### src/hw/rtl/spc_ram.sv
// ----------------------------------------------------------------------------
// spc_ram
// Generic single write port, single read port RAM with registered read data.
// ----------------------------------------------------------------------------
module spc_ram #(
  parameter int W     = 16,
  parameter int DEPTH = 128
) (
  input  logic                     clk,
  input  logic                     we,
  input  logic [$clog2(DEPTH)-1:0] waddr,
  input  logic [W-1:0]             wdata,
  input  logic [$clog2(DEPTH)-1:0] raddr,
  output logic [W-1:0]             rdata
);

  logic [W-1:0] mem [DEPTH];
  logic [W-1:0] rdata_r;

  always_ff @(posedge clk) begin
    if (we) begin
      mem[waddr] <= wdata;
    end
    rdata_r <= mem[raddr];
  end

  assign rdata = rdata_r;

endmodule

### config.mk
export PLATFORM = sky130hd
export DESIGN_NAME = spc_ram
export DESIGN_NICKNAME = d
export VERILOG_FILES = /design/src/hw/rtl/spc_ram.sv
export SDC_FILE = /design/constraint.sdc
export NUM_CORES = 2
export LEC_CHECK = 0
export BUFFER_PORTS_ARGS = -buffer_cell sky130_fd_sc_hd__buf_4
export CAP_MARGIN = 20
export CORE_MARGIN = 1.5
export CORE_UTILIZATION = 60
export CTS_CLUSTER_SIZE = 14
export DETAILED_ROUTE_END_ITERATION = 10
export GPL_TIMING_DRIVEN = 0
export PLACE_DENSITY = 0.76
export SETUP_SLACK_MARGIN = 0.05
export SYNTH_ARGS = -nofsm -noshare
export SYNTH_HDL_FRONTEND = slang
export SYNTH_SLANG_ARGS = --single-unit
### constraint.sdc
create_clock -name clk -period 5.3 [get_ports clk]
set_clock_uncertainty 0.1 [all_clocks]
set_input_delay 0.265 -clock clk [delete_from_list [all_inputs] [get_ports clk]]
set_output_delay 0.265 -clock clk [all_outputs]
set_load 0.05 [all_outputs]
# After elaboration in Yosys (flattened, before gate mapping)
# Memory sizes are Yosys's and may differ from the RTL's. A register that Yosys moved wholly into a read port is not among the register bits.
# Index checks and enable logic that the tools add are counted.
# totals
ff_bits	0
ram_bits	2048
input_bits	32
out_inout_bits	16
wordCells	3
n_memories	1
# memory_table
memory	words	word_bits	rd	rd_clocked_by_memory_dff	wr	line	rtl
mem	128	16	1	1	1	17	logic [W-1:0] mem [DEPTH];
# op_classes
mux	2
# op_table
cell	count
2-to-1 mux 1 bit	2

# Longest topological paths before layout
# logic_depth
depth_word	2
ltp_mapped	7
depth_no_buf	4

# Worst setup path before layout
# Ideal clock, no wire load.
# synth_path
path_type	input-to-reg
startpoint	input port raddr[0]
endpoint	register rdata_r[0], in the netlist rdata[0] (read register of mem)
setup_ns	0.121
arrival_ns	2.639
required_time_ns	5.079
setup_slack_ns	2.440
path_stages	6
path_buffers	2
path_cell_list	buf_2 > buf_1 > mux4_2 > mux4_2 > mux4_2 > mux2_2
# synth_rtl
item	line	rtl
from (decl)	13	input logic [$clog2(DEPTH)-1:0] raddr,
to (decl)	18	logic [W-1:0] rdata_r;

==> impl_metrics.toml <==
[floorplanning]
rows = 132
coreArea_mm2 = 0.130
ios = 48
initial_core_util_pct = 60.6
die_x_um = 365
dieHeight_um = 365
dieArea_mm2 = 0.133

[setup_path]
r2r_end = "rdata[2]$_DFF_P_"
reg2reg_from = "mem[77][2]$_DFFE_PP_"
slowest_delay_ps = 890
path_max_fanout = 10
crit_buf_inv = 4
crit_path_frequent_cell = "mux4_2"
regToRegSetupSlack_ps = 2500
crit_type = "in -> reg"
slowest_stage = "buf_1"
start_kind = "input port"
path_cells = "clkbuf_1, clkbuf_1, buf_8, buf_1, mux4_2, mux4_2, mux4_2, mux2_2"
cp_top_family = "buffers and inverters"
worst-r2r-cell-count = 4
cp-end-kind = "flop"
arrival_ps = 4750
required_ps = 5940

[logic_synthesis]
ys_ff_latch = 2064
syn_inst = 3086
avgSynthCellArea_um2 = 25.4
synth_top_cell_by_area = "edfxtp_1"
seq_area_frac_synth_pct = 78.7
ys_types = 17
netlist_area_mm2 = 0.0785
synthesis.nets = 3118
synth_top_area_share_pct = 78.3
ys_warn_count = 0
yosys-top-cells-area = "edfxtp_1 78%, mux4_2 19%, nor2_1 0.58%, dfxtp_1 0.41%, clkbuf_1 0.39%"

[worst_hold_path]
min_to = "rdata[15]$_DFF_P_"
hold_depth = 3
hold_path.class = "in -> reg"
min_from = "raddr[6]"

[drt]
drtAntennaViolNets = 0
totalWireLength_um = 202000
avgRoutedWirePerCell_um = 37.7
viasPerCell = 6.95
firstDrtPassIters = 7
route.detailed.drc = 0
drt_first_iter_violations = 5907
num_vias = 37266

[sta]
worst_slew_pin_slew_ps = 1220
slew-limit-headroom_pct = 18.6
rsz0062_at_grt = "no"
period_share_pct = 77.6
finalSetupViolCount = 0
fin_crit_ps = 4110
hold_slack_ps = 113
slew_viol_final = 0
tns_ps = 0
max_freq_mhz = 243
hold_viol_final = 0

[clocking]
clk_pin_slew_worst_paths_ps = 60
cts_root_buf = "clkbuf_16"
cts_setup_buffers = 0
htreeDepth = 4
cts_buffer_depth = 3
cts.sink_count = 2064
cts_tree = "done"
clk_latency_ps = 860
cts_buffers = 194

[pwr]
p_leak_nw = 27.5
internal_power_w = 0.0261
p_switching_w = 0.00723
p_clk_share_pct = 40.1
switching_share_pct = 21.7
seq_power_share_pct = 54.1
powerDensity_mw_per_mm2 = 374
combPwrFrac_pct = 5.8
ir_drop_v = 0.000368

[run_status]
run_status = "complete, no violations"

[placement]
gp_congestion = 0.962
dp_cells = 4987
hpwl_um = 128000
port_buffers = 37

[global_route]
grt_pass1_wl_um = 283000
gr-usage-met1_pct = 40.8
grtUsageMet3_pct = 8.34
busiest_layer = "met2"
grt_max_degree = 129
use_met2_pct = 48.4
antenna_found_initial = 16
overflow = 0
first_global_vias = 37952
grtUsageTotal_pct = 31.2

[final_layout]
stdcell_count = 5361
fill_cells = 7281
drive_gt1_share_pct = 34.6
layout.nets = 3497
areaGrowthSynthToFinish_pct = 13.6

[flow_run]
cap_violations = 0
==> worst register-to-register path, delay by kind of cell, from the launching register on <==
| kind | cells | cell delay [ps] |
|---|---|---|
| DFF | 1 | 490 |
| muxes | 4 | 2080 |
==> state kept, by name (all words and copies together) (netlist names) <==
signal / cells
rdata: 16
mem: 2048
==> cell usage in the layout, fill, tap and decap left out, drive strengths merged, types with 9 or more instances in the layout <==
master,n
diode,10
clkbuf,328
buf,248
edfxtp,2048
clkinv,71
nand3,12
nor3,9
dlygate4sd3,17
mux2,16
nand2,14
mux4,672
dfxtp,16
bufinv,9
inv,10
nor2,122
==> cells in the mapped netlist (all sizes together) <==
library cell  instances
buf                  82
clkbuf               82
dfxtp                16
edfxtp             2048
mux2                 16
mux4                672
nand2                14
nand2b                2
nand3                12
nand4                 3
nor2                122
nor2b                 7
nor3                  9
or3                   1
==> metal layers <==
metal / vias up / wire, µm
met5: - / 250
met3: 541 / 23600
met2: 2710 / 96600
li1: 14239 / -
met1: 19760 / 69500
met4: 16 / 12300
==> power groups by stage <==
stage	Sequential, W	Combinational (W)	Clock [W]
6_report	0.0181	0.00195	0.0134
5_1_grt	0.0180	0.00197	0.0140
4_1_cts	0.0181	0.00189	0.0134
3_5_place_dp	0.0184	0.00186	0
3_3_place_gp	0.0184	0.00173	0
2_1_floorplan	0.0185	0.000882	0
==> worst max path at each step <==
stage,start,to,slack [ps],cells past startpoint
floorplan,raddr[0],rdata[0]$_DFF_P_,2440,6
global placement,raddr[2],rdata[10]$_DFF_P_,300,7
detailed placement,raddr[2],rdata[9]$_DFF_P_,360,7
CTS,raddr[2],rdata[10]$_DFF_P_,1210,7
global route,raddr[2],rdata[0]$_DFF_P_,1230,7
finish,raddr[2],rdata[9]$_DFF_P_,1190,8
==> timing repair <==
action	in CTS	in global routing
hold buffers	15	2
resized for setup	0	0
endpoints found under the hold margin	739	71
==> layout make-up <==
class | count | area, µm² | share of cell area (%)
Sequential cell | 2064 | 61800 | 69.3
Multi-Input combinational cell | 858 | 16200 | 18.2
Clock buffer | 246 | 5200 | 5.83
Timing Repair Buffer | 183 | 2210 | 2.48
Tap cell | 1742 | 2180 | 2.44
Clock inverter | 94 | 852 | 0.955
Buffer | 164 | 701 | 0.785
Antenna cell | 10 | 25.0 | 0.0281
==> metrics by stage <==
stage          setup WS, ps  instance area [µm²]  utilization, %  power (W)
2_1_floorplan          2440                78500               -     0.0194
3_3_place_gp            299                81000            62.5     0.0201
3_5_place_dp            360                82800            63.9     0.0203
4_1_cts                1210                89000            68.7     0.0334
5_1_grt                1230                89200            68.8     0.0340
6_report               1190                89200            68.8     0.0334
==> cell families after synthesis <==
group	share of synthesized area [%]
buffers and inverters	0.881
flip-flops	78.7
multiplexers	19.5
AND/OR/NAND/NOR	0.888
No activity file was read; power rests on OpenSTA's default activity.
