===== src/hw/rtl/spc_pkg.sv =====
// ----------------------------------------------------------------------------
// spc_pkg
// Shared types, codes and constants of the shower position correction block.
// ----------------------------------------------------------------------------
package spc_pkg;

  localparam int TABLE_AW    = 7;
  localparam int TABLE_DEPTH = 128;
  localparam int VAL_W       = 16;
  localparam int SEG_W       = 4;
  localparam int QDEPTH      = 2;
  localparam int DIV_NW      = 61;
  localparam int DIV_DW      = 44;
  localparam int DIV_CW      = 6;

  localparam logic signed [16:0] HALF_Q16 = 17'sd32768;

  localparam logic signed [19:0] RST_SEED_X_MIN = -20'sd98304;
  localparam logic signed [19:0] RST_SEED_X_MAX = 20'sd98304;
  localparam logic signed [19:0] RST_SEED_Y_MIN = -20'sd42598;
  localparam logic signed [19:0] RST_SEED_Y_MAX = 20'sd42598;
  localparam logic signed [15:0] RST_MOMENT_MIN = -16'sd4096;
  localparam logic signed [15:0] RST_MOMENT_MAX = 16'sd4096;
  localparam logic [15:0]        RST_CELL_WIDTH = 16'd2818;

  typedef enum logic [1:0] {
    STAT_OK     = 2'd0,
    STAT_SEED   = 2'd1,
    STAT_MOMENT = 2'd2,
    STAT_ZERO   = 2'd3
  } status_t;

  typedef enum logic [2:0] {
    CFG_SEED_X_MIN   = 3'd0,
    CFG_SEED_X_MAX   = 3'd1,
    CFG_SEED_Y_MIN   = 3'd2,
    CFG_SEED_Y_MAX   = 3'd3,
    CFG_MOMENT_MIN   = 3'd4,
    CFG_MOMENT_MAX   = 3'd5,
    CFG_CELL_WIDTH_X = 3'd6,
    CFG_CELL_WIDTH_Y = 3'd7
  } cfg_index_t;

  typedef struct packed {
    logic                mode;
    logic [6:0]          table_index;
    logic [15:0]         profile_x_value;
    logic [15:0]         profile_y_value;
    logic signed [19:0]  block_x;
    logic signed [19:0]  block_y;
    logic [19:0]         block_energy;
    logic                last_block;
  } in_item_t;

  typedef struct packed {
    logic signed [19:0]  corrected_x;
    logic signed [19:0]  corrected_y;
    logic [1:0]          status;
  } out_item_t;

  typedef struct packed {
    logic signed [19:0]  seed_x_min;
    logic signed [19:0]  seed_x_max;
    logic signed [19:0]  seed_y_min;
    logic signed [19:0]  seed_y_max;
    logic signed [15:0]  moment_min;
    logic signed [15:0]  moment_max;
    logic [15:0]         cell_width_x;
    logic [15:0]         cell_width_y;
  } cfg_t;

  typedef struct packed {
    logic                is_write;
    logic [TABLE_AW-1:0] table_index;
    logic [VAL_W-1:0]    px;
    logic [VAL_W-1:0]    py;
    logic signed [47:0]  sum_x;
    logic signed [47:0]  sum_y;
    logic [27:0]         energy_sum;
    logic signed [19:0]  seed_x;
    logic signed [19:0]  seed_y;
  } job_t;

  typedef struct packed {
    logic                we;
    logic [TABLE_AW-1:0] waddr;
    logic [VAL_W-1:0]    wdata_x;
    logic [VAL_W-1:0]    wdata_y;
    logic [TABLE_AW-1:0] raddr_x;
    logic [TABLE_AW-1:0] raddr_y;
  } tbl_port_t;

  function automatic logic signed [19:0] sat20(input logic signed [20:0] v);
    logic signed [19:0] r;
    if (v > 21'sd524287) begin
      r = 20'sd524287;
    end else if (v < -21'sd524288) begin
      r = -20'sd524288;
    end else begin
      r = v[19:0];
    end
    return r;
  endfunction

endpackage


===== src/hw/rtl/spc_front.sv =====
// ----------------------------------------------------------------------------
// spc_front
// Accepts requests, accumulates energy-weighted sums and the seed block, and
// queues table writes and finished clusters for the back end.
// ----------------------------------------------------------------------------
module spc_front
  import spc_pkg::*;
(
  input  logic     clk,
  input  logic     rst_n,
  input  logic     in_valid,
  output logic     in_ready,
  input  in_item_t in_data,
  output logic     push,
  output job_t     push_data,
  input  logic     q_full
);

  typedef enum logic [1:0] {F_IDLE, F_MUL, F_ACC} fstate_t;

  fstate_t            state_r;
  in_item_t           item_r;
  logic signed [40:0] prodx_r, prody_r;
  logic signed [47:0] wsx_r, wsy_r;
  logic [27:0]        esum_r;
  logic [19:0]        seed_e_r;
  logic signed [19:0] seed_x_r, seed_y_r;
  logic               first_r;

  logic signed [47:0] wsx_nxt, wsy_nxt;
  logic [27:0]        esum_nxt;
  logic               take;
  logic signed [19:0] seed_x_nxt, seed_y_nxt;

  assign in_ready   = (state_r == F_IDLE) && !q_full;
  assign wsx_nxt    = wsx_r + 48'(prodx_r);
  assign wsy_nxt    = wsy_r + 48'(prody_r);
  assign esum_nxt   = esum_r + 28'(item_r.block_energy);
  assign take       = first_r || (item_r.block_energy > seed_e_r);
  assign seed_x_nxt = take ? item_r.block_x : seed_x_r;
  assign seed_y_nxt = take ? item_r.block_y : seed_y_r;

  assign push = (state_r == F_ACC) && (!item_r.mode || item_r.last_block);

  always_comb begin
    push_data             = '0;
    push_data.is_write    = !item_r.mode;
    push_data.table_index = item_r.table_index;
    push_data.px          = item_r.profile_x_value;
    push_data.py          = item_r.profile_y_value;
    push_data.sum_x       = wsx_nxt;
    push_data.sum_y       = wsy_nxt;
    push_data.energy_sum  = esum_nxt;
    push_data.seed_x      = seed_x_nxt;
    push_data.seed_y      = seed_y_nxt;
  end

  always_ff @(posedge clk) begin
    if (!rst_n) begin
      state_r  <= F_IDLE;
      wsx_r    <= '0;
      wsy_r    <= '0;
      esum_r   <= '0;
      seed_e_r <= '0;
      seed_x_r <= '0;
      seed_y_r <= '0;
      first_r  <= 1'b1;
    end else begin
      unique case (state_r)
        F_IDLE: begin
          if (in_valid && in_ready) begin
            item_r  <= in_data;
            state_r <= F_MUL;
          end
        end
        F_MUL: begin
          prodx_r <= item_r.block_x * $signed({1'b0, item_r.block_energy});
          prody_r <= item_r.block_y * $signed({1'b0, item_r.block_energy});
          state_r <= F_ACC;
        end
        F_ACC: begin
          if (item_r.mode) begin
            if (item_r.last_block) begin
              wsx_r    <= '0;
              wsy_r    <= '0;
              esum_r   <= '0;
              seed_e_r <= '0;
              seed_x_r <= '0;
              seed_y_r <= '0;
              first_r  <= 1'b1;
            end else begin
              wsx_r    <= wsx_nxt;
              wsy_r    <= wsy_nxt;
              esum_r   <= esum_nxt;
              seed_e_r <= take ? item_r.block_energy : seed_e_r;
              seed_x_r <= seed_x_nxt;
              seed_y_r <= seed_y_nxt;
              first_r  <= 1'b0;
            end
          end
          state_r <= F_IDLE;
        end
        default: state_r <= F_IDLE;
      endcase
    end
  end

endmodule


===== config.mk =====
export PLATFORM = sky130hd
export DESIGN_NAME = spc_front
export DESIGN_NICKNAME = d
export VERILOG_FILES = /design/src/hw/rtl/spc_pkg.sv /design/src/hw/rtl/spc_front.sv
export SDC_FILE = /design/constraint.sdc
export NUM_CORES = 2
export LEC_CHECK = 0
export BUFFER_PORTS_ARGS = -buffer_cell sky130_fd_sc_hd__buf_4
export CAP_MARGIN = 10
export CORE_MARGIN = 10
export CORE_UTILIZATION = 64
export CTS_BUF_LIST = sky130_fd_sc_hd__clkbuf_8
export CTS_CLUSTER_SIZE = 25
export DETAILED_ROUTE_END_ITERATION = 10
export PLACE_DENSITY = 0.83
export SKIP_CTS_REPAIR_TIMING = 1
export SLEW_MARGIN = 20
export SYNTH_ARGS = -nofsm -noshare
export SYNTH_HDL_FRONTEND = slang
export SYNTH_SLANG_ARGS = --single-unit
export TNS_END_PERCENT = 50

===== constraint.sdc =====
create_clock -name clk -period 8.17 [get_ports clk]
set_input_delay 0.817 -clock clk [delete_from_list [all_inputs] [get_ports clk]]
set_output_delay 0.817 -clock clk [all_outputs]
set_load 0.01 [all_outputs]

Word-level counts from Yosys, hierarchy flattened. Cells that the tools add are included.

Bits in registers: 370. Input port bits: 105. Output and inout bits: 206. Logic and storage cells: 52.

$add $sub $neg: 3. $mul: 2. Magnitude comparators: 1. Equality and inequality tests: 3. Multiplexer cells: 12. Reduce and logical (&&, ||, !) cells: 13.

Operators by type and width (count): 20-bit 2-to-1 mux (6); 48-bit by 41-bit adder with 48-bit output (2); 48-bit 2-to-1 mux (2); 20-bit by 21-bit multiplier with 41-bit output (2); 28-bit by 20-bit adder with 28-bit output (1); 28-bit 2-to-1 mux (1); 20-bit greater-than comparator (1); 3-bit AND reduction (2); 2-bit one-hot mux with 2 select lines (1); 2-bit AND reduction (2); 1-bit logical AND (3); 2-bit by 1-bit == test with 1-bit output, second input constant (1); 2-bit == test, second input constant (1); 1-bit logical NOT (2); 2-bit logical NOT (1); 1-bit logical OR (2); 2-bit 2-to-1 mux (1); 2-bit by 1-bit != test with 1-bit output, second input constant (1); 2-bit nonzero test (1); 1-bit 2-to-1 mux (1).

Depth between registers and ports, before layout.
Word-level depth: 5. Gate-level depth with buffers: 29. Mapped depth without buffers: 27.

Worst setup path after synthesis. Ideal clock, no wire load.

Path kind: flip-flop to flip-flop. From: register item_r[11] (netlist name). To: register prody_r[39], data pin. Library setup time: 0.265 ns. Arrival: 6.748 ns. Data required time: 7.905 ns. Slack: 1.157 ns. Cell stages (with the launch flop): 29. Buffers on the path: 2. Period minus slack after synthesis: 7.013 ns. Cell sequence: edfxtp_1 clkbuf_1 and2_1 fa_1 fa_1 inv_1 fa_1 inv_1 fa_1 inv_1 fa_1 inv_1 fa_1 inv_1 fa_1 inv_1 ha_1 clkbuf_1 a22o_1 nor4_1 o21ai_0 nor3_1 o21a_1 nor3_1 a31oi_1 o21ai_0 a41oi_1 o21ai_0 xor2_1.

Word-level cells in the longest chain between the ends: 1.

RTL lines: start: declaration (RTL line spc_front.sv:22) `in_item_t item_r;`; start signal: assignment (RTL line spc_front.sv:72) `item_r <= in_data;`; 20-bit by 21-bit multiplier with 41-bit output (RTL line spc_front.sv:78) `prody_r <= item_r.block_y * $signed({1'b0, item_r.block_energy});`; end signal: assignment (RTL line spc_front.sv:78); end: declaration (RTL line spc_front.sv:23) `logic signed [40:0] prodx_r, prody_r;`.

Every way passes these cells. A chain may end at the register's enable or synchronous reset.

Final worst setup path.
From: register item_r[6] (netlist name). To: register prody_r[39], data pin.

The elaborated chain is that of the path after synthesis.

==> tab_implementation.tex <==
\begin{tabular}{lr}
\hline
Metric & Value \\
\hline
\multicolumn{2}{l}{\textbf{Layout}} \\
\quad Fill cell instance count of the final layout & 5,241 \\
\quad Post-route cell area & 0.0511 mm² \\
\quad Growth of design area from synthesis to finish & 9.84\% \\
\quad Final net count & 6,325 \\
\quad Fraction of layout cells with a size suffix above 1 & 11.3\% \\
\quad Post-Layout Cell Count & around 6k \\
\quad Fin util & 71.2\% \\
\multicolumn{2}{l}{\textbf{Placement}} \\
\quad Input/output buffers & 310 \\
\quad Area after DPL & a little under 0.05 mm² \\
\quad GPL Wtd Cong & 0.950 \\
\quad Placed instance count & 5,966 \\
\quad Pre-CTS WS & about 0.46 ns \\
\quad Detailed placement HPWL & $\sim$93,000 µm \\
\multicolumn{2}{l}{\textbf{GRT}} \\
\quad Number of antenna violations at the first check in global routing & 5 \\
\quad Grt total ovfl & 0 \\
\quad Total Routing Usage GR & 28.9\% \\
\quad Maximum number of pins on one net before global-route repair & 83 \\
\quad Global-route wire length before repair & 194,000 µm \\
\quad Via count of the first global-routing pass & around 37k \\
\multicolumn{2}{l}{\textbf{Timing}} \\
\quad Final worst-path setup slack & 0.364 ns \\
\quad Final Max Slew Viols & 0 \\
\quad Post-layout minimum cycle time & 7.81 ns \\
\quad Setup repair after global routing missed its margin & no \\
\quad Share of the clock period used by the worst path after layout & 95.5\% \\
\quad Number of failing setup endpoints in the final timing report & 0 \\
\quad Maximum achievable frequency & 128 MHz \\
\quad Final hold violations & 0 \\
\quad Relative slew margins & between 20 and 30\% \\
\quad Worst clock skew on the final layout & 0.0366 ns \\
\quad Worst-Margin Slew & 1.05 ns \\
\quad Setup total negative slack & 0 ns \\
\quad Worst-case hold slack & 0.317 ns \\
\multicolumn{2}{l}{\textbf{Min path}} \\
\quad Class of the most critical hold timing path & primary input to flip-flop \\
\multicolumn{2}{l}{\textbf{Critical path}} \\
\quad Largest fanout of any net on the critical path & 11 \\
\quad Critical Path Slowest Stage Cell & sky130\_fd\_sc\_hd\_\_edfxtp\_1 \\
\quad Sort of element at the end of the critical path & flip-flop \\
\quad Category of the most critical setup path & flip-flop to flip-flop \\
\quad Source of the critical timing path & item\_r[6] \\
\quad Critical register-to-register path endpoint & prody\_r[39] \\
\quad Crit-path max cell delay & 0.85 ns \\
\quad CP Cell Sequence & buf\_4 -> nand2\_1 -> fa\_1 -> fa\_1 -> inv\_1 -> fa\_1 -> inv\_1 -> fa\_1 -> inv\_1 -> fa\_1 -> fa\_1 -> fa\_1 -> ha\_1 -> a21o\_1 -> a21oi\_1 -> o21ai\_0 -> nor3\_1 -> o21a\_1 -> nor3\_1 -> a31oi\_1 -> o21ai\_0 -> a41oi\_1 -> o21ai\_0 -> xor2\_1 \\
\quad Startpoint type of the worst setup path & flip-flop \\
\quad Length in cells of the worst reg-to-reg path & 24 \\
\quad Crit path arrival time & 8.20 ns \\
\quad Cell with the most instances on the worst path & sky130\_fd\_sc\_hd\_\_fa\_1 \\
\quad Endpoint required time on the critical path & 8.57 ns \\
\quad Reg-to-Reg Start & item\_r[6] \\
\quad Slack of the worst reg-to-reg path & approximately 0.36 ns \\
\quad End of the critical path & prody\_r[39] \\
\multicolumn{2}{l}{\textbf{Detailed routing}} \\
\quad Drt first-iter violations & 2,997 \\
\quad Pre-Repair DR Iteration Count & 5 \\
\quad Detailed-route DRC error count & 0 \\
\quad Wirelength per Cell & around 20 µm \\
\quad Number of vias after detailed routing & 35.8k \\
\quad Routed wire length & roughly 120,000 µm \\
\quad Via density per instance & 5.87 \\
\quad Final antenna-violating net count & 0 \\
\multicolumn{2}{l}{\textbf{Floorplan}} \\
\quad Chip width & 289 µm \\
\quad Top Ports & 311 \\
\quad Core region area & 0.0717 mm² \\
\quad Initial cell density of the core & 64.8\% \\
\quad Number of core rows & 98 \\
\quad Y dimension of the die & 289 µm \\
\quad Area of the die & 0.0838 mm² \\
\multicolumn{2}{l}{\textbf{Power}} \\
\quad Clk network pwr share & 13.1\% \\
\quad Switching part of the total power & 45.4\% \\
\quad Total internal power & 7.77 mW \\
\quad Pwr Density & 278 mW/mm² \\
\quad Sequential Power Share & between 10\% and 20\% \\
\quad Gate power share & 68.5\% \\
\quad Net switching power of the design & 6.45 mW \\
\quad Worst ir drop on vdd & roughly 0.00053 V \\
\quad P\_leak & 25.1 nW \\
\quad Final Power & 14.2 mW \\
\multicolumn{2}{l}{\textbf{Clock network}} \\
\quad Clock latency at the later pin of the worst-skew pair & between 0.6 and 0.7 ns \\
\quad Clock sink total & 370 \\
\quad Number of buffers added by the clock tree synthesis step & 70 \\
\quad Buffer levels on the longest clock path & 3 \\
\quad Clock slew seen by the registers of the worst setup and hold paths & 0.06 ns \\
\quad Total number of H-tree levels & 3 \\
\quad Clock tree from TritonCTS & yes \\
\quad Root cell of the clock tree & sky130\_fd\_sc\_hd\_\_clkbuf\_8 \\
\multicolumn{2}{l}{\textbf{Synthesis}} \\
\quad Leading cell types by total area after synthesis & sky130\_fd\_sc\_hd\_\_fa\_1 (28\%), sky130\_fd\_sc\_hd\_\_ha\_1 (13\%), sky130\_fd\_sc\_hd\_\_edfxtp\_1 (12\%) \\
\quad Flop and latch count out of synthesis & 370 \\
\quad Leading area contributor after synthesis & sky130\_fd\_sc\_hd\_\_fa\_1 \\
\quad Syn. warnings & 0 \\
\quad Flip-flop cell with the highest count after synthesis & sky130\_fd\_sc\_hd\_\_dfxtp\_1 \\
\quad Share of the synthesized area in the top cell type & approximately 28\% \\
\quad Async set-or-reset flop fraction in the synthesized netlist & 0\% \\
\quad Leading post-synthesis cells by instance count & sky130\_fd\_sc\_hd\_\_inv\_1 (815), sky130\_fd\_sc\_hd\_\_fa\_1 (645), sky130\_fd\_sc\_hd\_\_ha\_1 (480), sky130\_fd\_sc\_hd\_\_and2\_1 (473), sky130\_fd\_sc\_hd\_\_nand2\_1 (442) \\
\quad Most common cell in the synthesized netlist & sky130\_fd\_sc\_hd\_\_inv\_1 \\
\quad Cell area after technology mapping & 0.0465 mm² \\
\quad Count of distinct cell types in the synthesized netlist & 78 \\
\quad Proportion of synthesized chip area in sequential cells & 19.9\% \\
\quad Count of flip-flops with a built-in enable after synthesis & 183 \\
\quad Cells after synthesis & 4,890 \\
\quad Post-synthesis average cell area & between 9 and 10 µm² \\
\quad Syn nets & 6,120 \\
\multicolumn{2}{l}{\textbf{Outcome}} \\
\quad Outcome & complete, no violations \\
\multicolumn{2}{l}{\textbf{Job}} \\
\quad Max-cap violation count & 0 \\
\hline
\end{tabular}
==> per-layer routing <==
| layer | track usage (%) | share of wire [%] | up-vias |
|---|---|---|---|
| li1 | - | - | 16200 |
| met1 | 36.9 | 39 | 17600 |
| met2 | 46.5 | 46 | 1662 |
| met3 | 7.53 | 10 | 319 |
| met4 | 11.9 | 3.9 | 0 |
| met5 | 0 | 0 | - |
==> power groups by stage <==
stage | sequential [mW] | combinational [mW] | clock [mW]
after floorplan | 2.61 | 7.40 | 0
after global placement | 2.65 | 9.26 | 0
after detailed placement | 2.65 | 9.58 | 0
after CTS | 2.62 | 9.70 | 1.90
after global routing | 2.63 | 11.0 | 1.98
final | 2.62 | 9.74 | 1.86
==> cell type report <==
| class | instances | area (µm²) | share of cell area, % |
|---|---|---|---|
| diodes | 2 | 5.00 | 0.00980 |
| clock inverters | 51 | 329 | 0.645 |
| multi-input cells | 3427 | 33000 | 64.7 |
| flip-flops and latches | 370 | 9240 | 18.1 |
| well taps | 950 | 1190 | 2.33 |
| repair buffers | 411 | 3130 | 6.14 |
| clock buffers | 77 | 1060 | 2.08 |
| inverters | 815 | 3060 | 5.99 |
==> logic make-up after synthesis <==
kind of cell,share of synthesized area [%]
simple gates,14.3
fa+ha+maj,40.7
buf+inv,9.15
compound gates,11.4
flops,19.9
xor+xnor,3.54
mux,0.969
==> cell usage in the layout, fill, tap and decap left out, types with 25 or more instances in the layout <==
cell type / instances
sky130_fd_sc_hd__a21o_1: 112
sky130_fd_sc_hd__a21oi_1: 185
sky130_fd_sc_hd__a22o_1: 95
sky130_fd_sc_hd__a22oi_1: 71
sky130_fd_sc_hd__a31oi_1: 27
sky130_fd_sc_hd__and2_1: 472
sky130_fd_sc_hd__and3_1: 29
sky130_fd_sc_hd__buf_4: 405
sky130_fd_sc_hd__clkbuf_8: 77
sky130_fd_sc_hd__dfxtp_1: 187
sky130_fd_sc_hd__edfxtp_1: 183
sky130_fd_sc_hd__fa_1: 645
sky130_fd_sc_hd__ha_1: 480
sky130_fd_sc_hd__inv_1: 839
sky130_fd_sc_hd__mux2_2: 40
sky130_fd_sc_hd__nand2_1: 442
sky130_fd_sc_hd__nand2b_1: 34
sky130_fd_sc_hd__nand3_1: 32
sky130_fd_sc_hd__nand4_1: 31
sky130_fd_sc_hd__nor2_1: 148
sky130_fd_sc_hd__nor2b_1: 33
sky130_fd_sc_hd__nor3_1: 25
sky130_fd_sc_hd__o21a_1: 26
sky130_fd_sc_hd__o21ai_0: 114
sky130_fd_sc_hd__o21bai_1: 36
sky130_fd_sc_hd__xnor2_1: 130
sky130_fd_sc_hd__xor2_1: 58
==> worst min path at each step <==
stage	to	slack, ns	startpoint	cells past startpoint
after floorplan	state_r[1]	0.43	state_r[1]	1
after global placement	esum_r[2]	0.44	esum_r[2]	2
after detailed placement	esum_r[2]	0.45	esum_r[2]	2
after CTS	item_r[18]	0.27	in_data[18]	1
after global routing	item_r[18]	0.28	in_data[18]	1
final	item_r[18]	0.32	in_data[18]	1
==> critical path, delay by kind of cell, from the launching register on <==
family	cells	cell delay (ns)
buf+inv	4	0.49
simple gates	3	0.62
xor+xnor	1	0.10
flops	1	0.85
fa+ha+maj	8	3.63
compound gates	8	1.82
==> flip-flops by register name (all words and copies together), names as in the netlist <==
| register | cells |
|---|---|
| esum_r | 28 |
| first_r | 1 |
| item_r | 62 |
| prodx_r | 41 |
| prody_r | 41 |
| push_data | 39 |
| seed_e_r | 20 |
| seed_x_r | 20 |
| seed_y_r | 20 |
| state_r | 2 |
| wsx_r | 48 |
| wsy_r | 48 |
No activity file was read; power rests on OpenSTA's default activity.
