[src/hw/rtl/spc_pkg.sv]
// ----------------------------------------------------------------------------
// spc_pkg
// Shared types, codes and constants of the shower position correction block.
// ----------------------------------------------------------------------------
package spc_pkg;

  localparam int TABLE_AW    = 7;
  localparam int TABLE_DEPTH = 128;
  localparam int VAL_W       = 16;
  localparam int SEG_W       = 4;
  localparam int QDEPTH      = 2;
  localparam int DIV_NW      = 61;
  localparam int DIV_DW      = 44;
  localparam int DIV_CW      = 6;

  localparam logic signed [16:0] HALF_Q16 = 17'sd32768;

  localparam logic signed [19:0] RST_SEED_X_MIN = -20'sd98304;
  localparam logic signed [19:0] RST_SEED_X_MAX = 20'sd98304;
  localparam logic signed [19:0] RST_SEED_Y_MIN = -20'sd42598;
  localparam logic signed [19:0] RST_SEED_Y_MAX = 20'sd42598;
  localparam logic signed [15:0] RST_MOMENT_MIN = -16'sd4096;
  localparam logic signed [15:0] RST_MOMENT_MAX = 16'sd4096;
  localparam logic [15:0]        RST_CELL_WIDTH = 16'd2818;

  typedef enum logic [1:0] {
    STAT_OK     = 2'd0,
    STAT_SEED   = 2'd1,
    STAT_MOMENT = 2'd2,
    STAT_ZERO   = 2'd3
  } status_t;

  typedef enum logic [2:0] {
    CFG_SEED_X_MIN   = 3'd0,
    CFG_SEED_X_MAX   = 3'd1,
    CFG_SEED_Y_MIN   = 3'd2,
    CFG_SEED_Y_MAX   = 3'd3,
    CFG_MOMENT_MIN   = 3'd4,
    CFG_MOMENT_MAX   = 3'd5,
    CFG_CELL_WIDTH_X = 3'd6,
    CFG_CELL_WIDTH_Y = 3'd7
  } cfg_index_t;

  typedef struct packed {
    logic                mode;
    logic [6:0]          table_index;
    logic [15:0]         profile_x_value;
    logic [15:0]         profile_y_value;
    logic signed [19:0]  block_x;
    logic signed [19:0]  block_y;
    logic [19:0]         block_energy;
    logic                last_block;
  } in_item_t;

  typedef struct packed {
    logic signed [19:0]  corrected_x;
    logic signed [19:0]  corrected_y;
    logic [1:0]          status;
  } out_item_t;

  typedef struct packed {
    logic signed [19:0]  seed_x_min;
    logic signed [19:0]  seed_x_max;
    logic signed [19:0]  seed_y_min;
    logic signed [19:0]  seed_y_max;
    logic signed [15:0]  moment_min;
    logic signed [15:0]  moment_max;
    logic [15:0]         cell_width_x;
    logic [15:0]         cell_width_y;
  } cfg_t;

  typedef struct packed {
    logic                is_write;
    logic [TABLE_AW-1:0] table_index;
    logic [VAL_W-1:0]    px;
    logic [VAL_W-1:0]    py;
    logic signed [47:0]  sum_x;
    logic signed [47:0]  sum_y;
    logic [27:0]         energy_sum;
    logic signed [19:0]  seed_x;
    logic signed [19:0]  seed_y;
  } job_t;

  typedef struct packed {
    logic                we;
    logic [TABLE_AW-1:0] waddr;
    logic [VAL_W-1:0]    wdata_x;
    logic [VAL_W-1:0]    wdata_y;
    logic [TABLE_AW-1:0] raddr_x;
    logic [TABLE_AW-1:0] raddr_y;
  } tbl_port_t;

  function automatic logic signed [19:0] sat20(input logic signed [20:0] v);
    logic signed [19:0] r;
    if (v > 21'sd524287) begin
      r = 20'sd524287;
    end else if (v < -21'sd524288) begin
      r = -20'sd524288;
    end else begin
      r = v[19:0];
    end
    return r;
  endfunction

endpackage

[src/hw/rtl/spc_queue.sv]
// ----------------------------------------------------------------------------
// spc_queue
// Short request queue between the accumulating front and the back end.
// ----------------------------------------------------------------------------
module spc_queue
  import spc_pkg::*;
(
  input  logic clk,
  input  logic rst_n,
  input  logic push,
  input  job_t push_data,
  output logic full,
  input  logic pop,
  output job_t pop_data,
  output logic empty
);

  localparam int QAW = $clog2(QDEPTH);

  job_t             mem_r [QDEPTH];
  logic [QAW-1:0]   wp_r;
  logic [QAW-1:0]   rp_r;
  logic [QAW:0]     count_r;

  assign full     = (count_r == (QAW+1)'(QDEPTH));
  assign empty    = (count_r == '0);
  assign pop_data = mem_r[rp_r];

  always_ff @(posedge clk) begin
    if (!rst_n) begin
      wp_r    <= '0;
      rp_r    <= '0;
      count_r <= '0;
    end else begin
      if (push) begin
        mem_r[wp_r] <= push_data;
        wp_r        <= (wp_r == QAW'(QDEPTH-1)) ? '0 : wp_r + 1'b1;
      end
      if (pop) begin
        rp_r <= (rp_r == QAW'(QDEPTH-1)) ? '0 : rp_r + 1'b1;
      end
      if (push && !pop) begin
        count_r <= count_r + 1'b1;
      end else if (pop && !push) begin
        count_r <= count_r - 1'b1;
      end
    end
  end

endmodule

[config.mk]
export PLATFORM = sky130hd
export DESIGN_NAME = spc_queue
export DESIGN_NICKNAME = d
export VERILOG_FILES = /design/src/hw/rtl/spc_pkg.sv /design/src/hw/rtl/spc_queue.sv
export SDC_FILE = /design/constraint.sdc
export NUM_CORES = 1
export LEC_CHECK = 0
export BUFFER_PORTS_ARGS = -buffer_cell sky130_fd_sc_hd__buf_2
export CAP_MARGIN = 20
export CORE_MARGIN = 2
export CORE_UTILIZATION = 35
export CTS_CLUSTER_DIAMETER = 200
export DETAILED_ROUTE_END_ITERATION = 16
export PLACE_DENSITY_LB_ADDON = 0.05
export RECOVER_POWER = 25
export SYNTH_ARGS = -nofsm -noshare
export SYNTH_HDL_FRONTEND = slang
export SYNTH_SLANG_ARGS = --single-unit
export TNS_END_PERCENT = 30
[constraint.sdc]
create_clock -name clk -period 16.8 [get_ports clk]
set_input_delay 0.84 -clock clk [delete_from_list [all_inputs] [get_ports clk]]
set_output_delay 0.84 -clock clk [all_outputs]
set_load 0.02 [all_outputs]
# --- Yosys cells after proc, flatten, opt, wreduce, memory -nomap -nowiden ---
# Memories as Yosys holds them, arrays and structs flattened. A register that Yosys moved wholly into a read port is not among the register bits.
# Cells that the tools add are included.
op_classes:
  add_sub_neg: 4
  multipliers: 0
  div_mod_pow: 0
  magnitude_cmp: 0
  eq_ne: 1
  shifts: 0
  mux: 9
  bitwise: 0
  reduce_logical: 6
ops:
  columns: ["operator", "n"]
  rows:
  - ["2-to-1 mux 1 bit", 7]
  - ["2-to-1 mux 2 bit", 2]
  - ["adder 1 bit, second input constant", 2]
  - ["adder 2 x 1 -> 2 bit, second input constant", 1]
  - ["== test 2 bit, second input constant", 1]
  - ["logical AND 1 bit", 2]
  - ["logical NOT 1 bit", 2]
  - ["logical NOT 2 bit", 1]
  - ["nonzero test 2 bit", 1]
  - ["subtractor 2 x 1 -> 2 bit, second input constant", 1]
word_totals:
  register_bits: 4
  latchBits: 0
  ram_bits: 408
  romBits: 0
  inputBits: 208
  word_cells: 24
  mem_count: 1
mem_list:
  columns: ["memory", "words", "width", "rd", "rd_clocked_by_memory_dff", "wr", "line_no", "rtl"]
  rows:
  - ["mem_r", 2, 204, 1, 1, 1, "spc_queue.sv:20", "job_t mem_r [QDEPTH];"]

# --- Logic depth before layout (Yosys ltp) ---
# Gate-level depths: netlist of the first run.
logic_depth:
  depth_word: 4
  mapped_depth: 5
  ltp_nobuf: 5

# --- Least setup slack after synthesis of the first run ---
# Ideal clock, no wire load.
synth_timing:
  path_type: "input -> register"
  start: "in rst_n"
  end: "mem mem_r[0][0] (netlist name) (enable)"
  arrival_ns: 9.451
  required_time_ns: 16.022
  slack_ns: 6.571
  path_stages: 2
  path_buffers: 0
  path_cell_list: "nand2_1 > nor2_1"
synth_between:
  elab_chain_cells: 2
synth_lines:
  columns: ["element", "line_no", "rtl"]
  rows:
  - ["start, declared", "spc_queue.sv:9", "input logic rst_n,"]
  - ["2-to-1 mux 1 bit", "spc_queue.sv:30", "if (!rst_n) begin"]
  - ["2-to-1 mux 1 bit (implied by the code)", "spc_queue.sv:36", "mem_r[wp_r] <= push_data;"]
  - ["end, declared", "spc_queue.sv:20", null]
# No other way between the ends.

==> metrics.csv, run 1 <==
stage,metric,value,unit
logic_synthesis,top-area cell type share of the netlist area,78.5,%
setup_path,WP buf/inv,3,
clock_tree,clk_lat worst skew,0.55,ns
clock_tree,Clock Tree Buf Depth,3,
detailed_routing,initial drt markers,364,
setup_path,crit-path cells,buf_4 -> buf_4 -> mux2_2 -> buf_2,
setup_path,worst setup path endpoint,pop_data[189],
final_layout,Non-Filler Instances,1736,
power_and_ir_drop,combinational share of power,11.1,%
setup_path,most frequent CP cell,buf_4,
setup_path,RR Endpoint,mem_r[0][46],
flow_run,max_cap viols,0,
clock_tree,# hold bufs at CTS,0,
logic_synthesis,syn_nets,867,
logic_synthesis,YS warnings,0,
run_status,status,finished clean,
setup_path,worst endpoint required time,15.96,ns
final_layout,most frequent cells in the layout,"edfxtp_1, buf_2, mux2_4",
logic_synthesis,Synth Instances,658,
clock_tree,Post-CTS Setup Inserts,0,
placed_design,Post-DP HPWL,24000,um
setup_path,Setup CP Type,reg2out,
logic_synthesis,Synth Register Bits,413,
detailed_routing,Vias/cell,4.41,
grt,initial antenna violation count,11,
power_and_ir_drop,switching power total,0.000540,W
logic_synthesis,main combinational cell family by area after synthesis,multiplexers,
detailed_routing,WL/cell,20.1,um
sta,Worst-Margin Slew,1.01,ns
detailed_routing,First-pass DRT Iterations,4,
sta,clock skew,0.00865,ns
clock_tree,Worst-path clk slew,0.06,ns
final_layout,area grow syn2layout,25.6,%
placed_design,GP Congestion,0.742,
die,die area,46300,um^2
detailed_routing,Vias,7648,
power_and_ir_drop,Pwr Total,0.00237,W
grt,number of global-route vias before repair,7855,
placed_design,Port-buffer cells,413,
detailed_routing,DRC Markers,0,
clock_tree,CTS H-tree depth,2,
logic_synthesis,Synth Area in XOR/XNOR,0.225,%
sta,Max-slew headroom,32.4,%
logic_synthesis,synthesized area per cell,23.7,um^2
power_and_ir_drop,Clock Power Share,38.4,%
sta,Tcrit/Tclk final,27.8,%
setup_path,CP Launch Type,flop,
logic_synthesis,ranking of synthesized cells by area,"edfxtp_1, mux2_4, mux2_2, buf_6, dfxtp_1",
setup_path,Crit path arrival time,3.83,ns
sta,fmax,214,MHz
clock_tree,Sinks on Clock Net,413,
placed_design,placed cells,1649,
setup_path,R2R Setup Slk,13.75,ns
setup_path,CP top delay family,buffers and inverters,
setup_path,R2R cell count,3,
clock_tree,CTS tree,done,
min_path,worst min path class,in2reg,
final_layout,"most common cell after layout, fill and taps aside",edfxtp_1,
die,FP Rows,77,
logic_synthesis,dominant cell type by area after synthesis,edfxtp_1,
die,starting density of the core,35.4,%
sta,fin crit period,4.67,ns
die,Die Y,215,um
logic_synthesis,Synth Area in Compound Gates,0.0802,%
power_and_ir_drop,peak supply drop,0.0000743,V
logic_synthesis,synth unique cells,18,
final_layout,layout cells sized above 1,58.6,%
power_and_ir_drop,Pwr Density,121,nW/um^2
die,Die Wd,215,um
detailed_routing,DRT antenna net count,0,
grt,total gr overflow,0,
power_and_ir_drop,Int Pwr,0.00183,W
power_and_ir_drop,Pleak,7.50,nW
setup_path,worst r2r src,wp_r,
final_layout,Nets,1313,
grt,global-route wire length before repair,50500,um
logic_synthesis,Mapped Area,15600,um^2
sta,final max-slew violation count,0,
sta,TNS Setup,0,ns
clock_tree,Num CTS Buffers,45,
setup_path,WP depth,4,
die,Top Ports,414,
power_and_ir_drop,Switching Fraction,22.8,%
logic_synthesis,Post-Synth Simple-Gate Area,0.353,%
power_and_ir_drop,Seq pwr share,50.4,%
clock_tree,Post-CTS Resized,0,
logic_synthesis,register area share after synthesis,79.2,%
setup_path,worst-path fanout max,57,
setup_path,CP peak stage delay,0.97,ns
grt,Total GRT Usage,14.8,%
sta,RSZ-0062 raised after global routing,false,
sta,final setup violation count,0,
logic_synthesis,post-synthesis mux area share,18.6,%
sta,Fin Hold WS,0.477,ns
clock_tree,Root Driver,clkbuf_16,
grt,largest net degree at the start of global routing,68,
sta,Fin. Hold Viols,0,
die,Core ar.,44100,um^2
detailed_routing,WL final,34900,um
setup_path,cell at the slowest stage of the critical path,dfxtp_4,
logic_synthesis,area share of fa/ha/maj cells after synthesis,0.0802,%
setup_path,endpoint class of the critical path,output pin,
[flip-flops by register name, summed over array words and instances (netlist names), named ones only]
signal and flops:
mem_r 408, count_r 2, rp_r 1, wp_r 1
[worst register-to-register path, stage by stage (launching register included)]
cell and delay (ns):
dfxtp_1 0.35, nor2_4 0.62, buf_4 0.81, buf_4 0.87
[power groups by stage]
stage / Combinational, W / Clock [W] / Sequential, W
6_report: 0.000264 / 0.000912 / 0.00120
5_1_grt: 0.000281 / 0.000981 / 0.00120
4_1_cts: 0.000271 / 0.000943 / 0.00120
3_5_place_dp: 0.000270 / 0 / 0.00122
3_3_place_gp: 0.000268 / 0 / 0.00122
2_1_floorplan: 0.000184 / 0 / 0.00122
[Yosys cell counts]
master	instances
buf_2	4
and3_1	1
or3_1	1
buf_6	19
a21boi_0	1
o21ai_0	1
xor2_1	3
nor2_1	2
dfxtp_1	5
ha_1	1
mux2_2	44
nand2_1	1
mux2_4	160
edfxtp_1	408
and2_1	4
inv_1	1
nor2b_1	1
xnor2_1	1
[metal layers]
layer | global-route usage [%] | share of wire [%]
met5 | 0 | 0.12
met4 | 4.99 | 2.1
met3 | 6.13 | 9.5
met2 | 24.2 | 49
met1 | 17.5 | 39
[per-stage QoR]
step / instance area [um^2] / utilization, % / setup slack, ns
5_1_grt: 19600 / 44.4 / 11.87
3_5_place_dp: 18300 / 41.4 / 12.60
4_1_cts: 19600 / 44.4 / 11.97
3_3_place_gp: 18300 / 41.4 / 12.63
6_report: 19600 / 44.4 / 12.13
2_1_floorplan: 15600 / - / 6.57
[area by class of cell]
type / count / area (um^2)
Tap cell: 592 / 741
Antenna cell: 6 / 15.0
Sequential cell: 413 / 12400
Fill cell: 4019 / 24500
Multi-Input combinational cell: 221 / 3030
Timing Repair Buffer: 422 / 2110
Clock inverter: 27 / 190
Inverter: 1 / 3.75
Clock buffer: 54 / 1160
[cells by family (layout without fill, tap and decap cells)]
kind of cell	count (synthesis)	count (layout)
compound gates	2	2
mux	204	204
xor+xnor	4	4
simple gates	10	10
fa+ha+maj	1	1
other cells	0	6
flops	413	413
buf+inv	24	504
[worst min path at each step]
stage | slack (ns) | depth (start not counted) | end | start
floorplan | 0.47 | 2 | count_r[1] | count_r[1]
global placement | 0.51 | 2 | count_r[1] | count_r[1]
detailed placement | 0.52 | 2 | count_r[1] | count_r[1]
CTS | 0.43 | 1 | mem_r[1][114] | push_data[114]
global route | 0.44 | 1 | mem_r[1][33] | push_data[33]
finish | 0.48 | 1 | mem_r[0][16] | push_data[16]
No activity file was read; power rests on OpenSTA's default activity.
==> run 2: changes to the inputs <==
clock period = 3.9 ns   (was 16.8 ns; I/O delays follow)
==> run 2 against run 1 <==
Power increased to 4.4 times the previous value. Routed wire length rose by 1.2%. First-iteration DRC count is 10% lower. Die area did not move. Highest routed layer is now met4.
==> metrics.csv, run 2 (synthesis results as in run 1) <==
stage,metric,value,unit
die,Top Ports,414,
detailed_routing,initial drt markers,327,
die,starting density of the core,35.4,%
setup_path,cell at the slowest stage of the critical path,dfxtp_4,
final_layout,layout cells sized above 1,44.8,%
power_and_ir_drop,peak supply drop,0.000317,V
final_layout,Nets,1523,
sta,RSZ-0062 raised after global routing,false,
setup_path,worst endpoint required time,3.70,ns
final_layout,area grow syn2layout,39.4,%
detailed_routing,uppermost routed layer,met4,
setup_path,CP top delay family,flip-flops,
final_layout,fill count,3898,
detailed_routing,Vias,8377,
setup_path,CP Launch Type,flop,
clock_tree,CTS tree,done,
setup_path,WP buf/inv,2,
power_and_ir_drop,Pwr Density,483,nW/um^2
clock_tree,Root Driver,clkbuf_16,
die,Die Wd,215,um
clock_tree,Num CTS Buffers,46,
detailed_routing,met3 wire length,2670,um
grt,total gr overflow,0,
run_status,status,finished clean,
sta,fmax,370,MHz
final_layout,most frequent cells in the layout,"edfxtp_1, buf_2, dlygate4sd3_1",
power_and_ir_drop,Pleak,8.23,nW
detailed_routing,DRT antenna net count,0,
min_path,worst min path class,in2reg,
final_layout,Final Core Density,49.3,%
grt,largest net degree at the start of global routing,75,
sta,Tcrit/Tclk final,69.3,%
sta,fin crit period,2.70,ns
clock_tree,CTS H-tree depth,2,
final_layout,Regs by FF count,"mem_r: 408 flops, count_r: 2 flops",
grt,initial antenna violation count,2,
detailed_routing,WL final,35300,um
detailed_routing,wl on met1,14500,um
die,Die Y,215,um
sta,Fin. Hold Viols,0,
setup_path,endpoint class of the critical path,output pin,
setup_path,CP peak stage delay,0.80,ns
sta,Fin Hold WS,0.348,ns
grt,global-route wire length before repair,53100,um
placed_design,GP Congestion,0.704,
sta,final max-slew violation count,0,
detailed_routing,DRC Markers,0,
final_layout,max reg flops,408,
final_layout,Reg with most FFs,mem_r,
die,FP Rows,77,
sta,Max-slew headroom,37.7,%
detailed_routing,First-pass DRT Iterations,4,
clock_tree,Post-CTS Setup Inserts,0,
flow_run,max_cap viols,0,
placed_design,Post-DP HPWL,22900,um
setup_path,Crit path arrival time,2.51,ns
setup_path,Setup CP Type,reg2out,
detailed_routing,WL/cell,18.2,um
setup_path,worst-path fanout max,61,
detailed_routing,Vias/cell,4.32,
grt,Total GRT Usage,15.1,%
die,Core ar.,44100,um^2
clock_tree,clk_lat worst skew,0.56,ns
placed_design,Port-buffer cells,413,
clock_tree,Worst-path clk slew,0.06,ns
die,die area,46300,um^2
clock_tree,Clock Tree Buf Depth,3,
sta,final setup violation count,0,
sta,Worst-Margin Slew,0.932,ns
clock_tree,Sinks on Clock Net,413,
detailed_routing,met2 wire len,17100,um
sta,clock skew,0.0131,ns
final_layout,"most common cell after layout, fill and taps aside",edfxtp_1,
grt,number of global-route vias before repair,8969,
setup_path,crit-path cells,buf_12 -> mux2_2 -> buf_2,
-- run 2: cell types whose count changed in the layout (fill, tap and decap cells not counted), sizes merged, moves of 4 or more --
cell / before / now
dlygate4sd3: 0 / 208
buf: 406 / 338
clkbuf: 70 / 146
clkinv: 24 / 12
diode: 6 / 2
-- run 2: worst reg2reg max path: cells and delay by family (launching register included) --
kind | cells | cell delay (ns)
DFF | 1 | 0.35
and+or+nand+nor | 1 | 0.74
buffers and inverters | 1 | 0.44
-- run 2: per-stage QoR --
stage | cell area [um^2] | TNS [ns] | total power [W] | instances | worst slack (ns)
6_report | 21700 | 0 | 0.0105 | 1937 | 1.20
5_1_grt | 21700 | 0 | 0.0109 | 1936 | 1.10
4_1_cts | 21800 | 0 | 0.0107 | 1935 | 1.14
3_5_place_dp | 18400 | 0 | 0.00643 | 1650 | 1.77
3_3_place_gp | 18400 | 0 | 0.00642 | 1650 | 1.77
2_1_floorplan | 15600 | -370.35 | 0.00602 | 658 | -1.82
-- run 2: path summary, 6_finish.rpt --
path / from / end / slack (ns) / cells past startpoint
max reg2reg: wp_r / mem_r[0][188] / 1.97 / 2
max: flop / pop_data[183] / 1.20 / 3
min reg2reg: count_r[1] / count_r[1] / 0.54 / 2
min: push_data[19] / mem_r[0][19] / 0.35 / 2
-- run 2: timing repair --
item                                    4_1_cts  5_1_grt
hold buffers                                208        0
endpoints found under the setup margin        0        0
hold endpoints to repair                    413        0
resized for setup                             0        0
-- run 2: area by class of cell --
cell class	instances	area (um^2)	share of cell area, %
clock inverter	16	125	0.575
tap	592	741	3.41
multi-input combinational	221	3030	13.9
antenna	2	5.00	0.0230
sequential	413	12400	56.8
timing repair buffer	631	4220	19.4
clock buffer	61	1270	5.85
inverter	1	3.75	0.0173
-- run 2: layer usage --
metal | vias to the layer above | track usage [%]
met5 | - | 0
met4 | 0 | 5.89
met3 | 52 | 4.93
met2 | 270 | 24.9
met1 | 4116 | 18.4
li1 | 3939 | -
-- run 2: report_power, final --
part	switching, W	internal, W	leakage [nW]
clock network	0.00163	0.00240	0.677
registers	0.0000585	0.00508	3.79
logic	0.000696	0.000645	3.77
==> run 3: changes to the inputs <==
clock period = 2.4 ns   (was 3.9 ns; I/O delays follow)
==> run 3 against run 2 <==
Core utilization grew 0.53 points. Via count grew 1.1%. Final cell count grew 0.93%. First-iteration DRC count grew 25%. Highest routed layer unchanged. Sequential cell count is the same. Combinational power grew 69%.
==> metrics.csv, run 3 (synthesis results as in run 1) <==
stage,metric,value,unit
sta,RSZ-0062 raised after global routing,false,
clock_tree,Num CTS Buffers,46,
sta,Max-slew headroom,65.2,%
sta,Tcrit/Tclk final,89.9,%
die,die area,46300,um^2
grt,global-route wire length before repair,54400,um
setup_path,crit-path cells,buf_12 -> buf_4 -> mux2_2 -> buf_2,
final_layout,layout cells sized above 1,45.8,%
sta,Setup WS post-layout,0.243,ns
detailed_routing,DRT antenna net count,0,
die,Core ar.,44100,um^2
power_and_ir_drop,Pwr Density,777,nW/um^2
placed_design,placed cells,1667,
clock_tree,Clock Tree Buf Depth,3,
setup_path,CP peak stage delay,0.49,ns
grt,Total GRT Usage,15.4,%
final_layout,post-route cell area,22000,um^2
final_layout,Nets,1539,
clock_tree,Worst-path clk slew,0.06,ns
run_status,status,finished clean,
clock_tree,Root Driver,clkbuf_16,
detailed_routing,Vias/cell,4.33,
clock_tree,CTS tree,done,
sta,Fin Hold WS,0.284,ns
setup_path,worst r2r src,wp_r,
min_path,hold path startpoint,push_data[93],
detailed_routing,WL/cell,18.5,um
sta,Fin. Hold Viols,0,
sta,fin crit period,2.16,ns
grt,initial antenna violation count,1,
power_and_ir_drop,Pleak,8.36,nW
placed_design,Port-buffer cells,413,
sta,Worst-Margin Slew,0.522,ns
clock_tree,# hold bufs at CTS,207,
clock_tree,Post-CTS Setup Inserts,0,
setup_path,R2R Setup Slk,0.81,ns
die,Die Wd,215,um
power_and_ir_drop,peak supply drop,0.000608,V
clock_tree,CTS H-tree depth,2,
setup_path,CP Launch Type,flop,
grt,largest net degree at the start of global routing,71,
clock_tree,Sinks on Clock Net,413,
setup_path,endpoint class of the critical path,output pin,
clock_tree,clk_lat worst skew,0.56,ns
final_layout,Regs by FF count,"mem_r: 408 flops, count_r: 2 flops",
setup_path,WP buf/inv,3,
final_layout,fill count,3915,
setup_path,Crit path arrival time,2.04,ns
die,starting density of the core,35.4,%
placed_design,Placement Cell Area,18600,um^2
final_layout,most frequent cells in the layout,"edfxtp_1, buf_2, dlygate4sd3_1",
setup_path,R2R cell count,2,
final_layout,area grow syn2layout,40.9,%
final_layout,"most common cell after layout, fill and taps aside",edfxtp_1,
setup_path,CP top delay family,buffers and inverters,
min_path,worst min path class,in2reg,
grt,total gr overflow,0,
final_layout,Non-Filler Instances,1955,
die,Top Ports,414,
sta,fmax,464,MHz
placed_design,worst slack at placement,0.792,ns
flow_run,max_cap viols,0,
sta,final setup violation count,0,
min_path,hold-critical path depth,2,
final_layout,max reg flops,408,
sta,final max-slew violation count,0,
final_layout,Reg with most FFs,mem_r,
detailed_routing,DRC Markers,0,
setup_path,RR Endpoint,mem_r[1][86],
die,Die Y,215,um
setup_path,worst endpoint required time,2.28,ns
setup_path,Setup CP Type,reg2out,
clock_tree,Post-CTS Resized,0,
die,FP Rows,77,
detailed_routing,First-pass DRT Iterations,4,
grt,number of global-route vias before repair,9235,
placed_design,GP Congestion,0.752,
min_path,hold path endpoint,mem_r[0][93],
placed_design,Post-DP HPWL,24100,um
detailed_routing,initial drt markers,409,
detailed_routing,Vias,8470,
detailed_routing,WL final,36200,um
setup_path,worst-path fanout max,18,
sta,clock skew,0.00877,ns
setup_path,cell at the slowest stage of the critical path,dfxtp_4,
## run 3: cell count changes in the layout (fill, tap and decap cells not counted), sizes merged
cell / before / now
dlygate4sd3: 208 / 207
bufinv: 2 / 1
diode: 2 / 1
inv: 2 / 1
clkbuf: 146 / 153
clkinvlp: 1 / 0
clkinv: 12 / 15
buf: 338 / 351
## run 3: how the worst max path moves through the flow
stage / cells after the start / endpoint / start
6_report: 4 / pop_data[197] / flop
5_1_grt: 4 / pop_data[197] / flop
4_1_cts: 4 / pop_data[197] / flop
3_5_place_dp: 4 / pop_data[197] / flop
3_3_place_gp: 4 / pop_data[197] / flop
2_1_floorplan: 1 / mem_r[0][0] / wp_r
## run 3: layout make-up
type	instances	area (um^2)	share of cell area [%]
well taps	592	741	3.37
flip-flops and latches	413	12400	56.2
multi-input cells	221	3030	13.8
repair buffers	647	4460	20.3
clock buffers	64	1290	5.88
clock inverters	16	96.3	0.438
inverters	1	3.75	0.0171
diodes	1	2.50	0.0114
## run 3: metrics by stage
step	total power (W)	setup TNS (ns)	util (%)
final	0.0171	0	49.8
after global routing	0.0178	0	49.8
after CTS	0.0174	0	50.0
after detailed placement	0.0105	0	42.2
after global placement	0.0105	0	42.2
after floorplan	0.00976	-460.99	-
## run 3: metal layers
metal	wire length, um	GRT usage (%)	share of wire, %	up-vias
met4	948	5.98	2.6	0
met1	14800	18.5	41	4186
met3	2360	4.33	6.5	55
met2	18100	26.3	50	254
li1	-	-	-	3975
met5	0	0	0	-
## run 3: where the power goes
group / switching [W] / total [W] / leakage, nW / internal, W
clock: 0.00266 / 0.00649 / 0.684 / 0.00383
sequential: 0.0000747 / 0.00832 / 3.79 / 0.00825
combinational: 0.00117 / 0.00227 / 3.89 / 0.00110
